[config.mk]
export PLATFORM = sky130hd
export DESIGN_NAME = constrained_random_password_chars
export DESIGN_NICKNAME = d
export VERILOG_FILES = /design/src/crpc_pkg.sv /design/src/crpc_div.sv /design/src/crpc_map.sv /design/src/constrained_random_password_chars.sv
export VERILOG_INCLUDE_DIRS = /design/src /design/src/src
export SDC_FILE = /design/constraint.sdc
export NUM_CORES = 1
export LEC_CHECK = 0
export ABC_AREA = 0
export BUFFER_PORTS_ARGS = -buffer_cell sky130_fd_sc_hd__buf_2
export CORE_MARGIN = 1.5
export CORE_UTILIZATION = 55
export CTS_CLUSTER_SIZE = 14
export DETAILED_ROUTE_END_ITERATION = 8
export MAX_ROUTING_LAYER = met4
export PLACE_DENSITY = 0.86
export SLEW_MARGIN = 5
export SYNTH_ARGS = -nofsm -noshare
export SYNTH_HDL_FRONTEND = slang
export SYNTH_SLANG_ARGS = --single-unit
[constraint.sdc]
create_clock -name clk -period 9.3 [get_ports clk]
set_input_delay 2.79 -clock clk [delete_from_list [all_inputs] [get_ports clk]]
set_output_delay 2.79 -clock clk [all_outputs]
set_load 0.01 [all_outputs]
[src/constrained_random_password_chars_assert.svh]
// assertion macros for the password character block
`ifndef CONSTRAINED_RANDOM_PASSWORD_CHARS_ASSERT_SVH
`define CONSTRAINED_RANDOM_PASSWORD_CHARS_ASSERT_SVH
`ifndef SYNTHESIS
`define CRPC_ASSERT_IMP(label, clk, rst_n, a, c) \
    label: assert property (@(posedge clk) disable iff (!rst_n) (a) |-> (c)) \
        else $error("crpc assertion failed");
`define CRPC_ASSERT_NEXT(label, clk, rst_n, a, c) \
    label: assert property (@(posedge clk) disable iff (!rst_n) (a) |=> (c)) \
        else $error("crpc assertion failed");
`else
`define CRPC_ASSERT_IMP(label, clk, rst_n, a, c)
`define CRPC_ASSERT_NEXT(label, clk, rst_n, a, c)
`endif
`endif

[src/crpc_pkg.sv]
package crpc_pkg;

    localparam int MAX_LENGTH     = 128;
    localparam int REJECT_CAP     = 1024;
    localparam int ATTEMPT_BUDGET = 100000;

    localparam int WORD_W     = 32;
    localparam int DIVIDEND_W = WORD_W + 1;
    localparam int STEP_W     = $clog2(DIVIDEND_W);
    localparam int SIZE_W     = 7;
    localparam int CHAR_W     = 7;
    localparam int OUT_POS_W  = 7;
    localparam int VERDICT_W  = 3;
    localparam int MASK_W     = 4;
    localparam int LEN_W      = 8;
    localparam int CLASS_W    = 2;
    localparam int NUM_CLASS  = 4;
    localparam int POS_W      = $clog2(MAX_LENGTH + 1);
    localparam int REJ_W      = $clog2(REJECT_CAP + 1);
    localparam int ATT_W      = $clog2(ATTEMPT_BUDGET + 1);

    localparam logic [1:0] REG_CLASS_MASK    = 2'd0;
    localparam logic [1:0] REG_EXCLUDE       = 2'd1;
    localparam logic [1:0] REG_REQUIRE_EACH  = 2'd2;
    localparam logic [1:0] REG_STRING_LENGTH = 2'd3;

    localparam logic [VERDICT_W-1:0] VERDICT_MORE        = 3'd0;
    localparam logic [VERDICT_W-1:0] VERDICT_ACCEPTED    = 3'd1;
    localparam logic [VERDICT_W-1:0] VERDICT_REJECTED    = 3'd2;
    localparam logic [VERDICT_W-1:0] VERDICT_EXHAUSTED   = 3'd3;
    localparam logic [VERDICT_W-1:0] VERDICT_CFG_INVALID = 3'd4;

    localparam logic [CLASS_W-1:0] CLASS_LOWER  = 2'd0;
    localparam logic [CLASS_W-1:0] CLASS_UPPER  = 2'd1;
    localparam logic [CLASS_W-1:0] CLASS_DIGIT  = 2'd2;
    localparam logic [CLASS_W-1:0] CLASS_SYMBOL = 2'd3;

    typedef struct packed {
        logic              busy;
        logic              done;
        logic              reject;
        logic [SIZE_W-1:0] rem;
    } div_res_t;

    function automatic logic [SIZE_W-1:0] class_size(input logic [CLASS_W-1:0] cls,
                                                     input logic excl);
        logic [SIZE_W-1:0] size;
        unique case (cls)
            CLASS_LOWER:  size = excl ? 7'd25 : 7'd26;
            CLASS_UPPER:  size = excl ? 7'd24 : 7'd26;
            CLASS_DIGIT:  size = excl ? 7'd8  : 7'd10;
            CLASS_SYMBOL: size = 7'd27;
        endcase
        return size;
    endfunction

endpackage

[src/crpc_div.sv]
module crpc_div (
    input  logic                              clk,
    input  logic                              rst_n,
    input  logic                              start,
    input  logic [crpc_pkg::WORD_W-1:0]       word,
    input  logic [crpc_pkg::SIZE_W-1:0]       divisor,
    output crpc_pkg::div_res_t                res
);

    localparam logic [crpc_pkg::STEP_W-1:0] LAST_STEP =
        crpc_pkg::STEP_W'(crpc_pkg::DIVIDEND_W - 1);

    logic                                busy_reg, busy_next;
    logic [crpc_pkg::STEP_W-1:0]         step_reg, step_next;
    logic [crpc_pkg::DIVIDEND_W-1:0]     sr_reg, sr_next;
    logic [crpc_pkg::SIZE_W-1:0]         rem_w_reg, rem_w_next;
    logic [crpc_pkg::SIZE_W-1:0]         rem_c_reg, rem_c_next;
    logic                                eq_reg, eq_next;

    logic [crpc_pkg::SIZE_W:0]           trial_w;
    logic [crpc_pkg::SIZE_W:0]           trial_c;
    logic [crpc_pkg::SIZE_W:0]           divisor_ext;
    logic                                q_w;
    logic                                q_c;

    // word and the constant 2^32 divided side by side, one quotient bit each per cycle
    always_comb
    begin
        divisor_ext = {1'b0, divisor};
        trial_w     = {rem_w_reg, sr_reg[crpc_pkg::DIVIDEND_W-1]};
        trial_c     = {rem_c_reg, step_reg == '0};
        q_w         = trial_w >= divisor_ext;
        q_c         = trial_c >= divisor_ext;

        busy_next  = busy_reg;
        step_next  = step_reg;
        sr_next    = sr_reg;
        rem_w_next = rem_w_reg;
        rem_c_next = rem_c_reg;
        eq_next    = eq_reg;

        if (start)
        begin
            busy_next  = 1'b1;
            step_next  = '0;
            sr_next    = {1'b0, word};
            rem_w_next = '0;
            rem_c_next = '0;
            eq_next    = 1'b1;
        end
        else if (busy_reg)
        begin
            sr_next    = {sr_reg[crpc_pkg::DIVIDEND_W-2:0], 1'b0};
            rem_w_next = q_w ? crpc_pkg::SIZE_W'(trial_w - divisor_ext)
                             : trial_w[crpc_pkg::SIZE_W-1:0];
            rem_c_next = q_c ? crpc_pkg::SIZE_W'(trial_c - divisor_ext)
                             : trial_c[crpc_pkg::SIZE_W-1:0];
            eq_next    = eq_reg && (q_w == q_c);
            step_next  = step_reg + 1'b1;
            if (step_reg == LAST_STEP)
            begin
                busy_next = 1'b0;
            end
        end
    end

    always_ff @(posedge clk or negedge rst_n)
    begin
        if (!rst_n)
        begin
            busy_reg <= 1'b0;
            step_reg <= '0;
        end
        else
        begin
            busy_reg <= busy_next;
            step_reg <= step_next;
        end
    end

    always_ff @(posedge clk)
    begin
        sr_reg    <= sr_next;
        rem_w_reg <= rem_w_next;
        rem_c_reg <= rem_c_next;
        eq_reg    <= eq_next;
    end

    // quotients equal means word is at or above the largest multiple of the size
    assign res.busy   = busy_reg;
    assign res.done   = busy_reg && (step_reg == LAST_STEP);
    assign res.reject = eq_reg;
    assign res.rem    = rem_w_reg;

endmodule

[src/crpc_map.sv]
module crpc_map (
    input  logic [crpc_pkg::MASK_W-1:0]  class_mask,
    input  logic                         exclude_lookalikes,
    input  logic [crpc_pkg::SIZE_W-1:0]  index,
    output logic [crpc_pkg::CHAR_W-1:0]  char_code,
    output logic [crpc_pkg::CLASS_W-1:0] char_class
);

    localparam logic [crpc_pkg::CHAR_W-1:0] BASE_LOWER = 7'h61;
    localparam logic [crpc_pkg::CHAR_W-1:0] BASE_UPPER = 7'h41;
    localparam logic [crpc_pkg::CHAR_W-1:0] BASE_DIGIT = 7'h30;
    localparam logic [crpc_pkg::SIZE_W-1:0] SKIP_LOWER_L = 7'd11;
    localparam logic [crpc_pkg::SIZE_W-1:0] SKIP_UPPER_I = 7'd8;
    localparam logic [crpc_pkg::SIZE_W-1:0] SKIP_UPPER_O = 7'd13;

    localparam logic [crpc_pkg::CHAR_W-1:0] SYM_CHARS [32] = '{
        7'h21, 7'h23, 7'h24, 7'h25, 7'h26, 7'h28, 7'h29, 7'h2A,
        7'h2B, 7'h2C, 7'h2D, 7'h2E, 7'h2F, 7'h3A, 7'h3B, 7'h3C,
        7'h3D, 7'h3E, 7'h3F, 7'h40, 7'h5B, 7'h5D, 7'h5E, 7'h5F,
        7'h7B, 7'h7D, 7'h7E, 7'h00, 7'h00, 7'h00, 7'h00, 7'h00
    };

    logic [crpc_pkg::SIZE_W-1:0] rest;
    logic [crpc_pkg::SIZE_W-1:0] local_idx;
    logic [crpc_pkg::SIZE_W-1:0] size;
    logic                        found;

    // walk the enabled classes in order, peeling off each class size
    always_comb
    begin
        rest       = index;
        local_idx  = '0;
        size       = '0;
        found      = 1'b0;
        char_class = crpc_pkg::CLASS_LOWER;
        for (int k = 0; k < crpc_pkg::NUM_CLASS; k++)
        begin
            size = crpc_pkg::class_size(crpc_pkg::CLASS_W'(k), exclude_lookalikes);
            if (!found && class_mask[k])
            begin
                if (rest < size)
                begin
                    found      = 1'b1;
                    char_class = crpc_pkg::CLASS_W'(k);
                    local_idx  = rest;
                end
                else
                begin
                    rest = rest - size;
                end
            end
        end
    end

    always_comb
    begin
        unique case (char_class)
            crpc_pkg::CLASS_LOWER:
            begin
                if (exclude_lookalikes && local_idx >= SKIP_LOWER_L)
                    char_code = BASE_LOWER + local_idx + 7'd1;
                else
                    char_code = BASE_LOWER + local_idx;
            end
            crpc_pkg::CLASS_UPPER:
            begin
                if (exclude_lookalikes && local_idx >= SKIP_UPPER_O)
                    char_code = BASE_UPPER + local_idx + 7'd2;
                else if (exclude_lookalikes && local_idx >= SKIP_UPPER_I)
                    char_code = BASE_UPPER + local_idx + 7'd1;
                else
                    char_code = BASE_UPPER + local_idx;
            end
            crpc_pkg::CLASS_DIGIT:
            begin
                if (exclude_lookalikes)
                    char_code = BASE_DIGIT + local_idx + 7'd2;
                else
                    char_code = BASE_DIGIT + local_idx;
            end
            crpc_pkg::CLASS_SYMBOL:
            begin
                char_code = SYM_CHARS[local_idx[4:0]];
            end
        endcase
    end

endmodule

[src/constrained_random_password_chars.sv]
// channel   dir  handshake          payload
// s_*       in   tvalid / tready    tdata: random_word
// m_*       out  tvalid / tready    tdata: char_code, char_position; tuser: verdict
// cfg_*     in   cfg_we             cfg_index, cfg_data
//
// per transaction: the word is accepted, the bit-serial divider runs 33 steps
// (one quotient bit per cycle), then the verdict settles; invalid config skips the divider
// the next word is taken while a result still sits in the output register
// the verdict cycle waits while that register holds a result not yet taken
// rst_n is asynchronous, active low; a register write clears the string state
module constrained_random_password_chars (
    input  logic        clk,
    input  logic        rst_n,
    input  logic        s_tvalid,
    output logic        s_tready,
    input  logic [31:0] s_tdata,   // random_word
    output logic        m_tvalid,
    input  logic        m_tready,
    output logic [15:0] m_tdata,   // char_code, char_position, zero fill
    output logic [2:0]  m_tuser,   // verdict
    input  logic        cfg_we,
    input  logic [1:0]  cfg_index,
    input  logic [7:0]  cfg_data
);

    localparam logic [1:0] ST_IDLE = 2'd0;
    localparam logic [1:0] ST_DIV  = 2'd1;
    localparam logic [1:0] ST_FIN  = 2'd2;

    logic [1:0]                          state_reg, state_next;
    logic [crpc_pkg::MASK_W-1:0]         class_mask_reg, class_mask_next;
    logic                                exclude_reg, exclude_next;
    logic                                require_reg, require_next;
    logic [crpc_pkg::LEN_W-1:0]          length_reg, length_next;
    logic [crpc_pkg::POS_W-1:0]          pos_reg, pos_next;
    logic [crpc_pkg::MASK_W-1:0]         seen_reg, seen_next;
    logic [crpc_pkg::REJ_W-1:0]          rej_reg, rej_next;
    logic [crpc_pkg::ATT_W-1:0]          att_reg, att_next;
    logic                                out_valid_reg, out_valid_next;
    logic [crpc_pkg::CHAR_W-1:0]         out_char_reg, out_char_next;
    logic [crpc_pkg::OUT_POS_W-1:0]      out_pos_reg, out_pos_next;
    logic [crpc_pkg::VERDICT_W-1:0]      out_verdict_reg, out_verdict_next;

    logic [crpc_pkg::SIZE_W-1:0]         alpha_size;
    logic [2:0]                          n_classes;
    logic                                constrained;
    logic                                cfg_invalid;
    logic                                accept;
    logic                                div_start;
    logic                                out_free;
    logic                                fin_go;
    logic [crpc_pkg::POS_W-1:0]          pos_inc;
    logic [crpc_pkg::MASK_W-1:0]         seen_upd;
    logic [crpc_pkg::CHAR_W-1:0]         map_char;
    logic [crpc_pkg::CLASS_W-1:0]        map_class;
    crpc_pkg::div_res_t                  div_res;

    always_comb
    begin
        alpha_size = '0;
        for (int k = 0; k < crpc_pkg::NUM_CLASS; k++)
        begin
            if (class_mask_reg[k])
                alpha_size = alpha_size
                           + crpc_pkg::class_size(crpc_pkg::CLASS_W'(k), exclude_reg);
        end
    end

    assign n_classes   = 3'($countones(class_mask_reg));
    assign constrained = require_reg && (n_classes > 3'd1);
    assign cfg_invalid = (class_mask_reg == '0) || (length_reg == '0)
                      || (int'(length_reg) > crpc_pkg::MAX_LENGTH)
                      || (constrained && (length_reg < {5'b0, n_classes}));

    assign s_tready  = (state_reg == ST_IDLE);
    assign accept    = s_tvalid && s_tready;
    assign div_start = accept && !cfg_invalid;
    assign out_free  = !out_valid_reg || m_tready;
    assign fin_go    = (state_reg == ST_FIN) && out_free;

    crpc_div u_div (
        .clk     (clk),
        .rst_n   (rst_n),
        .start   (div_start),
        .word    (s_tdata),
        .divisor (alpha_size),
        .res     (div_res)
    );

    crpc_map u_map (
        .class_mask         (class_mask_reg),
        .exclude_lookalikes (exclude_reg),
        .index              (div_res.rem),
        .char_code          (map_char),
        .char_class         (map_class)
    );

    assign pos_inc  = pos_reg + 1'b1;
    assign seen_upd = seen_reg | (crpc_pkg::MASK_W'(1) << map_class);

    always_comb
    begin
        state_next       = state_reg;
        class_mask_next  = class_mask_reg;
        exclude_next     = exclude_reg;
        require_next     = require_reg;
        length_next      = length_reg;
        pos_next         = pos_reg;
        seen_next        = seen_reg;
        rej_next         = rej_reg;
        att_next         = att_reg;
        out_valid_next   = out_valid_reg && !m_tready;
        out_char_next    = out_char_reg;
        out_pos_next     = out_pos_reg;
        out_verdict_next = out_verdict_reg;

        unique case (state_reg)
            ST_IDLE:
            begin
                if (accept)
                    state_next = cfg_invalid ? ST_FIN : ST_DIV;
            end
            ST_DIV:
            begin
                if (div_res.done)
                    state_next = ST_FIN;
            end
            ST_FIN:
            begin
                if (out_free)
                    state_next = ST_IDLE;
            end
            default:
            begin
                state_next = ST_IDLE;
            end
        endcase

        if (fin_go)
        begin
            if (cfg_invalid)
            begin
                pos_next         = '0;
                seen_next        = '0;
                rej_next         = '0;
                att_next         = '0;
                out_valid_next   = 1'b1;
                out_char_next    = '0;
                out_pos_next     = '0;
                out_verdict_next = crpc_pkg::VERDICT_CFG_INVALID;
            end
            else if (div_res.reject
                     && (rej_reg < crpc_pkg::REJ_W'(crpc_pkg::REJECT_CAP - 1)))
            begin
                rej_next = rej_reg + 1'b1;
            end
            else
            begin
                rej_next       = '0;
                out_valid_next = 1'b1;
                out_char_next  = map_char;
                out_pos_next   = crpc_pkg::OUT_POS_W'(pos_reg);
                if (int'(pos_inc) < int'(length_reg))
                begin
                    pos_next         = pos_inc;
                    seen_next        = seen_upd;
                    out_verdict_next = crpc_pkg::VERDICT_MORE;
                end
                else if (!constrained || (seen_upd == class_mask_reg))
                begin
                    pos_next         = '0;
                    seen_next        = '0;
                    att_next         = '0;
                    out_verdict_next = crpc_pkg::VERDICT_ACCEPTED;
                end
                else if (att_reg >= crpc_pkg::ATT_W'(crpc_pkg::ATTEMPT_BUDGET - 1))
                begin
                    pos_next         = '0;
                    seen_next        = '0;
                    att_next         = '0;
                    out_verdict_next = crpc_pkg::VERDICT_EXHAUSTED;
                end
                else
                begin
                    pos_next         = '0;
                    seen_next        = '0;
                    att_next         = att_reg + 1'b1;
                    out_verdict_next = crpc_pkg::VERDICT_REJECTED;
                end
            end
        end

        if (cfg_we)
        begin
            unique case (cfg_index)
                crpc_pkg::REG_CLASS_MASK:    class_mask_next = cfg_data[crpc_pkg::MASK_W-1:0];
                crpc_pkg::REG_EXCLUDE:       exclude_next    = cfg_data[0];
                crpc_pkg::REG_REQUIRE_EACH:  require_next    = cfg_data[0];
                crpc_pkg::REG_STRING_LENGTH: length_next     = cfg_data[crpc_pkg::LEN_W-1:0];
            endcase
            pos_next  = '0;
            seen_next = '0;
            rej_next  = '0;
            att_next  = '0;
        end
    end

    always_ff @(posedge clk or negedge rst_n)
    begin
        if (!rst_n)
        begin
            state_reg      <= ST_IDLE;
            class_mask_reg <= 4'd15;
            exclude_reg    <= 1'b0;
            require_reg    <= 1'b0;
            length_reg     <= 8'd16;
            pos_reg        <= '0;
            seen_reg       <= '0;
            rej_reg        <= '0;
            att_reg        <= '0;
            out_valid_reg  <= 1'b0;
        end
        else
        begin
            state_reg      <= state_next;
            class_mask_reg <= class_mask_next;
            exclude_reg    <= exclude_next;
            require_reg    <= require_next;
            length_reg     <= length_next;
            pos_reg        <= pos_next;
            seen_reg       <= seen_next;
            rej_reg        <= rej_next;
            att_reg        <= att_next;
            out_valid_reg  <= out_valid_next;
        end
    end

    always_ff @(posedge clk)
    begin
        out_char_reg    <= out_char_next;
        out_pos_reg     <= out_pos_next;
        out_verdict_reg <= out_verdict_next;
    end

    assign m_tvalid = out_valid_reg;
    assign m_tdata  = {2'b00, out_pos_reg, out_char_reg};
    assign m_tuser  = out_verdict_reg;

`include "constrained_random_password_chars_assert.svh"

    `CRPC_ASSERT_IMP(a_div_busy_in_div, clk, rst_n, state_reg == ST_DIV, div_res.busy)
    `CRPC_ASSERT_NEXT(a_done_to_fin, clk, rst_n, (state_reg == ST_DIV) && div_res.done, state_reg == ST_FIN)
    `CRPC_ASSERT_IMP(a_rej_bound, clk, rst_n, 1'b1, rej_reg < crpc_pkg::REJ_W'(crpc_pkg::REJECT_CAP))
    `CRPC_ASSERT_IMP(a_att_bound, clk, rst_n, 1'b1, att_reg < crpc_pkg::ATT_W'(crpc_pkg::ATTEMPT_BUDGET))

endmodule

==> impl_metrics.tcl <==
set metrics [dict create \
    insertion_delay_ns 0.43 \
    diodes 0 \
    synth.top_cell.area_share_pct 15.62 \
    cts-resized-gates 0 \
    drive_above_1_share_pct 14.35 \
    fill_cells 1361 \
    ant_nets 0 \
    slew_headroom_pct 27.22 \
    portBuffers 65 \
    min_period_over_period_pct 88.67 \
    ys_async_sr_fraction_pct 49.61 \
    gp_congestion 0.9752 \
    final_nets 1251 \
    worst_ep_arrival_time_ns 8.40 \
    place_area_um2 9951 \
    synth_edf_count 49 \
    mostFrequentLayoutCells "nand2_1 (175), nor2_1 (92), buf_2 (65)" \
    worstSetupStartpointType "flop" \
    hpwlAfterDp_mm 17.02 \
    dr.pass1.iters 5 \
    min_path_type "reg -> reg" \
    worstMarginPinSlew_ns 1.083 \
    vias_per_cell 6.236 \
    cts_buffers 17 \
    io_pins 68 \
    largest_register_ffs 33 \
    final_common_cell "nand2_1" \
    cts_setup_buffers 0 \
    synth_seq_area_share_pct 35.96 \
    synthDistinctLibCells 89 \
    die_w_um 134.1 \
    rsz0062_at_grt "false" \
    syn_avg_cell_area_um2 8.720 \
    grt_overflow 0 \
    wl_per_cell_um 17.77 \
    vdd_drop_max_uv 275.6 \
    clkSinkCount 129 \
    totalPowerFinal_mw 4.129 \
    ys_ff_latch 129 \
    yosysWarningCount 0 \
    p_leak_nw 4.571 \
    slew_viol_final 0 \
    yosys-top-cells-area "dfrtp_1 (16%), edfxtp_1 (16%), ha_1 (8.3%), nand2_1 (6.9%), nor2_1 (3.7%)" \
    grt_pass1_wl_mm 39.90 \
    initial_core_util_pct 56.60 \
    drt_wl_total_mm 24.34 \
    powerDensity_nw_per_um2 392.9 \
    clockBufferDepth 2 \
    cts.clk_slew.worst_paths_ns 0.06 \
    grt_max_degree 65 \
    die_h_um 134.1 \
    run_status "completed" \
    clockRootBuffer "clkbuf_16" \
    crit_path_end_kind "flop" \
    finalSetupViolCount 0 \
    critPathKind "reg -> reg" \
    grt_pass1_vias 8036 \
    cts_tree "yes" \
    crit_required_ns 9.45 \
    cap_violations 0 \
    grt_usage_pct 28.53 \
    critPathMaxFanout 17 \
    timing.setup.tns_ns 0 \
    htreeDepth 4 \
    syn_inst 1084 \
    finalInstanceArea_um2 10510 \
    fin_crit_ns 8.246 \
    drt_iter0_markers 767 \
    synthesis.area_um2 9453 \
    postCtsHoldBufs 0 \
    core.rowCount 47 \
    synth_ff_type "dfrtp_1" \
    antenna_found_initial 0 \
    synth_top_area_cell "dfrtp_1" \
    drc_errors 0 \
    vias 8543 \
    synthToLayoutAreaGrowth_pct 11.17 \
    fp.coreArea_um2 16700 \
    dp.cells 1338 \
    fmaxAchievable_ghz 0.1213 \
    fin_skew_ns 0.01180 \
    hold_viol_final 0 \
    final_cells 1370 \
    dieArea_um2 17980 \
]
[metal layers]
layer  share of wire (%)  vias to the layer above  track usage (%)
li1                    -                     4051                -
met1                  42                     4094            35.39
met2                  49                      338            46.82
met3                 6.3                       60            5.026
met4                 2.5                        0            10.75
met5                   0                        -                -
[layout make-up]
class | count | area [um^2] | share of cell area, %
clock inverters | 15 | 132.6 | 1.262
inverters | 44 | 165.2 | 1.572
repair buffers | 78 | 422.9 | 4.024
flip-flops and latches | 129 | 3400 | 32.35
well taps | 220 | 275.3 | 2.619
multi-input cells | 867 | 5688 | 54.13
clock buffers | 17 | 425.4 | 4.048
[where the power goes]
group          total, mW  switching, mW  internal, mW  leakage, nW
Combinational       2.55           1.60         0.950         2.81
Clock              0.637          0.267         0.369        0.270
Sequential         0.946          0.139         0.807         1.49
Total               4.13           2.00          2.13         4.57
[stage by stage]
stage	worst slack (ns)	util (%)	hold slack, ns
floorplan	2.396	-	0.4223
global placement	1.463	59.58	0.4356
detailed placement	1.238	59.58	0.4788
CTS	1.224	62.92	0.4957
global route	0.3919	62.92	0.5023
finish	1.054	62.92	0.4913
[synthesized netlist by cell type (all sizes together) (17+ instances only)]
cell      n
xnor2    29
nand4    17
a21o     19
mux2     21
nand2   175
nor3     20
ha       63
dfrtp    59
a21oi    53
a31oi    39
clkbuf   32
nand3    32
o21ai    58
nor2     94
inv      44
xor2     18
edfxtp   49
[worst max-delay path: stages, from the launching register on]
cell and delay, ns:
dfrtp_1 0.75, ha_1 0.35, nand2b_1 0.18, a21oi_1 0.19, o21ai_0 0.45, a21oi_1 0.19, ha_1 0.24, ha_1 0.24
a211o_1 0.30, a31oi_1 0.33, mux2_2 0.42, ha_1 0.24, ha_1 0.24, a31oi_1 0.33, o21ai_0 0.16, a31oi_1 0.23
o21ai_2 0.18, a21o_1 0.34, a21oi_4 0.45, ha_1 0.36, inv_1 0.11, ha_1 0.37, ha_1 0.22, nand2_1 0.12
or4_1 0.51, a31oi_1 0.24, o21a_1 0.14, a31oi_1 0.06
[final timing paths]
path	cells past startpoint	start	slack [ns]	to
setup / recovery	27	exclude_reg$_DFFE_PN0P_	1.05	out_char_reg[5]$_SDFFCE_PP0P_
hold / removal	2	u_div.sr_reg[31]$_DFFE_PP_	0.49	u_div.sr_reg[32]$_SDFFE_PP0P_
setup reg to reg	27	exclude_reg$_DFFE_PN0P_	1.05	out_char_reg[5]$_SDFFCE_PP0P_
hold reg to reg	2	u_div.sr_reg[31]$_DFFE_PP_	0.49	u_div.sr_reg[32]$_SDFFE_PP0P_
max in group asynchronous	2	rst_n	6.22	u_div.step_reg[1]$_DFFE_PN0P_
min in group asynchronous	2	rst_n	2.53	att_reg[9]$_DFFE_PN0P_
[kinds of logic after synthesis]
kind of cell / Yosys count / share of synthesized area [%]
AND/OR/NAND/NOR: 437 / 21.93
AO/OA/AOI/OAI: 276 / 20.48
flip-flops: 129 / 35.96
buffers and inverters: 92 / 4.130
adder cells (fa/ha/maj): 67 / 9.186
XOR/XNOR: 47 / 4.355
multiplexers: 34 / 3.878
other: 2 / 0.07945
No activity file was read; power rests on OpenSTA's default activity.
